`src/cmo_ram.sv`:
```
module cmo_ram #(
    parameter int WIDTH = 8,
    parameter int DEPTH = 256,
    localparam int AW = $clog2(DEPTH)
) (
    input  logic             clk,
    input  logic             we,
    input  logic [AW-1:0]    waddr,
    input  logic [WIDTH-1:0] wdata,
    input  logic [AW-1:0]    raddr,
    output logic [WIDTH-1:0] rdata
);

    logic [WIDTH-1:0] mem [DEPTH];

    always_ff @(posedge clk)
    begin
        if (we)
        begin
            mem[waddr] <= wdata;
        end
        rdata <= mem[raddr];
    end

endmodule

```
`config.mk`:
```
export PLATFORM = sky130hd
export DESIGN_NAME = cmo_ram
export DESIGN_NICKNAME = d
export VERILOG_FILES = /design/src/cmo_ram.sv
export SDC_FILE = /design/constraint.sdc
export NUM_CORES = 2
export LEC_CHECK = 0
export BUFFER_PORTS_ARGS = -buffer_cell sky130_fd_sc_hd__buf_2
export CAP_MARGIN = 0
export CORE_MARGIN = 2
export CORE_UTILIZATION = 55
export CTS_BUF_LIST = sky130_fd_sc_hd__clkbuf_4
export DETAILED_ROUTE_END_ITERATION = 10
export PLACE_DENSITY_LB_ADDON = 0.25
export SLEW_MARGIN = 15
export SYNTH_ARGS = -nofsm -noshare
export SYNTH_HDL_FRONTEND = slang
export SYNTH_SLANG_ARGS = --single-unit
```
`constraint.sdc`:
```
create_clock -name clk -period 5.25 [get_ports clk]
set_input_delay 0.525 -clock clk [delete_from_list [all_inputs] [get_ports clk]]
set_output_delay 0.525 -clock clk [all_outputs]
set_load 0.02 [all_outputs]
```
Word level (Yosys, flattened, before mapping):

Memory sizes are Yosys's and may differ from the RTL's. A register that Yosys moved wholly into a read port is not among the register bits.
Index checks and enable logic that the tools add are counted.
Widths: inputs -> output; s select.

* bits in registers: 0
* RAM bits: 2048
* bits of input ports: 26
* output and inout port bits: 8
* word-level logic and storage cells: 3
* memories: 1

* multiplexer cells: 2

Memories
* mem: words 256, width 8, rd ports 1, clocked after Yosys merged registers in 1, wr ports 1, RTL line 14 `logic [WIDTH-1:0] mem [DEPTH];`

Operators by type and width (count)
* $mux 1: 2

Logic depth before layout (Yosys ltp):

* word-level depth: 2
* mapped depth: 11
* gate-level depth less buffers: 6

Worst setup path before layout:

No wires, ideal clock.

* kind: input port to flip-flop
* start: in raddr[0]
* end: reg rdata[2] (read register of mem)
* data arrival time: 2.332 ns
* data required time: 5.119 ns
* slack: 2.787 ns
* stages: 9
* path buffers: 4
* cells stage by stage: buf_6 buf_12 buf_8 buf_2 mux4_2 a22oi_1 a21oi_1 nor4_1 nor4_2

RTL lines
* start: declaration: RTL line 10 `input logic [AW-1:0] raddr,`
* end: declaration: RTL line 11 `output logic [WIDTH-1:0] rdata`

Worst setup path after layout:

* start: in waddr[2]
* end: mem mem[55][2], enable pin

RTL lines
* start: declaration: RTL line 8 `input logic [AW-1:0] waddr,`
* end: declaration: RTL line 14

Straight into the memory's write port.

==> metrics.md <==
| Metric | Value |
|---|---|
| Area post-placement | 81800 µm² |
| CTS tree | built |
| Synth unique cells | 55 |
| Initial antenna violation count | 15 |
| Largest net degree at the start of global routing | 153 |
| Dpl hpwl | 116000 µm |
| Yosys top cell by area | edfxtp_1 |
| Post-synth ARST share | 0% |
| Die width | 384 µm |
| Root Driver | clkbuf_4 |
| Comb pwr share | 4.9% |
| Violated checks | design-rule violations |
| Slew margin rel. | 21.0% |
| I/O pin count | 34 |
| Syn Inst Count | 3733 |
| Post-synthesis sequential area ratio | 77.5% |
| Via density | 6.34 |
| Leak | 27.9 nW |
| Synth Warn # | 0 |
| Synthesized area | 79600 µm² |
| Core area | 144000 µm² |
| Max incr delay on CP | 0.92 ns |
| Ys flop type | edfxtp_1 |
| Final Cycle Share | 58.8% |
| Final Hold Vio Count | 0 |
| CP Class | in -> reg |
| Final instance area | 88300 µm² |
| Drt pass-1 iters | 11 |
| Minimum clock period after layout | 3.09 ns |
| Post-DR wirelength/cell | 30.0 µm |
| Final ANT Viol Nets | 0 |
| Most frequent cells in the layout | edfxtp_1, clkbuf_4, mux4_2, nor2_1, mux2i_1 |
| Vert. Die Dim | 384 µm |
| Final nets | 4221 |
| Peak supply drop | 0.243 mV |
| Synth top area share | 77.3% |
| H-tree depth | 6 |
| Routability Congestion | 0.865 |
| Port bufs | 33 |
| Mapped Nets | 3759 |
| Grt ovf | 0 |
| Setup_tns | 0 ns |
| Buf+Inv Stages, Crit Path | 3 |
| Worst-path cell chain | dlygate4sd3_1, buf_2, nor2b_1, nand4_1, buf_4, nor2_1 |
| Skew-Pair Late Insertion Delay | 1.28 ns |
| Worst-path maximum fanout | 10 |
| Initial core utilization | 55.4% |
| Int Power | 25.6 mW |
| Max-Cap Viols | 0 |
| Commonest non-fill, non-tap cell in the layout | edfxtp_1 |
| Startpoint types | input pin |
| First-pass GRT wire length | 280000 µm |
| Routed via count | 40855 |
| Number of global-route vias before repair | 41391 |
| Top area cells in the synthesized netlist | edfxtp_1, mux4_2, mux2i_1, nor2_1, a22oi_1 |
| Worst slew pin tran | 1.18 ns |
| CTS Sinks | 2056 |
| Sw Pwr | 7.25 mW |
| Worst-path clk slew | 0.07 ns |
| Post-Route WL | 193000 µm |
| Clk network pwr share | 39.9% |
| Clock Skew | 0.0922 ns |
| Syn-to-layout area delta | 11.0% |
| Mapped Avg Cell Area | 21.3 µm² |
| Post-synth EDFFs | 2048 |
| Share of cells above drive strength 1 | 31.3% |
| Worst path slowest cell | nand4_1 |
| HP Class | in -> reg |
| Power density over cell area | 372 nW/µm² |
| Final setup fails | 0 |
| Share of power burned in registers | 55.1% |
| Gr usage total | 26.5% |
| CP top delay family | simple AND/OR/NAND/NOR gates |
| # DRC | 2 |
| Flops & latches, synth | 2056 |
| CP arrival | 3.94 ns |
| Die ar. | 148000 µm² |
| Max clock buf depth | 4 |
| Initial DRC Count | 5210 |
| Switch share | 22.0% |
| Final slew viol count | 0 |
| Status | finished, violations left |
| Setup crit end kind | flip-flop |
| RSZ-0062 raised after global routing | false |
| CP required | 6.11 ns |
| # rows | 139 |
| Number of CTS-inserted buffers | 540 |
| Max Fclk | 324 MHz |
-- metrics by stage --
step / hold slack (ns) / setup slack [ns] / utilization, % / power (mW) / cells
after CTS: 0.000674 / 2.43 / 61.5 / 33.1 / 6426
after global placement: 0.999 / 1.16 / 57.0 / 20.1 / 5544
after detailed placement: 1.00 / 1.12 / 57.0 / 20.1 / 5544
after global routing: 0.107 / 2.19 / 61.5 / 34.1 / 6433
final: 0.152 / 2.16 / 61.5 / 32.9 / 6440
after floorplan: 0.624 / 2.79 / - / 19.3 / 3733
-- registers in the layout, indices dropped and copies added (netlist names) --
signal and cells:
mem 2048, rdata 8
-- tightest hold or removal path: cells and delay by family --
kind	cells	cell delay (ns)
buffers and inverters	1	0.16
AND/OR/NAND/NOR	2	0.53
-- per-layer routing --
metal  vias to the layer above  share of wire (%)  track usage [%]  wire length [µm]
met1                     21173                 39             37.6             75200
met5                         -              0.032                0                61
met2                      2364                 48             40.6             92400
li1                      16946                  -                -                 -
met3                       362                 10             6.85             20000
met4                        10                3.0             9.16              5730
-- final timing paths --
check	slack (ns)	end	from	depth (start not counted)
min	0.15	mem[151][2]$_DFFE_PP_	waddr[0]	3
max	2.16	mem[55][2]$_DFFE_PP_	waddr[2]	6
max reg2reg	2.46	rdata[4]$_DFF_P_	mem[83][4]$_DFFE_PP_	5
min reg2reg	1.07	rdata[2]$_DFF_P_	mem[52][2]$_DFFE_PP_	6
-- power by group through the flow --
stage	combinational [mW]	clock [mW]	sequential [mW]
after floorplan	0.879	0	18.5
after global placement	1.59	0	18.5
after detailed placement	1.61	0	18.5
after CTS	1.62	13.4	18.1
after global routing	1.70	14.2	18.1
final	1.62	13.1	18.1
-- area by class of cell --
class                           count  area (µm²)
Sequential cell                  2056       61700
Fill cell                       10172       55300
Multi-Input combinational cell   1442       16500
Clock buffer                      773        5800
Tap cell                         1903        2380
Timing Repair Buffer              153        1420
Clock inverter                     97         534
Antenna cell                       14        35.0
Inverter                            2        7.51
-- logic make-up after synthesis --
kind of cell           Yosys count  synth area share [%]
muxes                          591                  14.6
DFF                           2056                  77.5
and+or+nand+nor                466                  2.63
AOI/OAI and AO/OA              385                  3.42
buffers and inverters          235                  1.83
-- cells in the mapped netlist, types with 10 or more instances --
master       n
nor2b_1     31
clkbuf_1   111
buf_1       22
nand2_1     33
mux2i_1    134
nor2_1     282
nor3_1      22
o21ai_0     10
o211ai_1    10
buf_8       13
nor4_1      24
nand3_1     34
o221ai_1    46
a211oi_1    16
a221oi_1    13
edfxtp_1  2048
o22ai_1     28
buf_4       27
buf_6       21
mux4_2     454
nand4_1     10
a21oi_1     96
a22oi_1    133
buf_2       31
-- repair_timing --
action / 4_1_cts / 5_1_grt
endpoints found under the hold margin: 864 / 0
gates resized for setup: 0 / 0
hold buffers: 12 / 0
setup buffers: 0 / 0
Power figures use the tool's default switching activity.
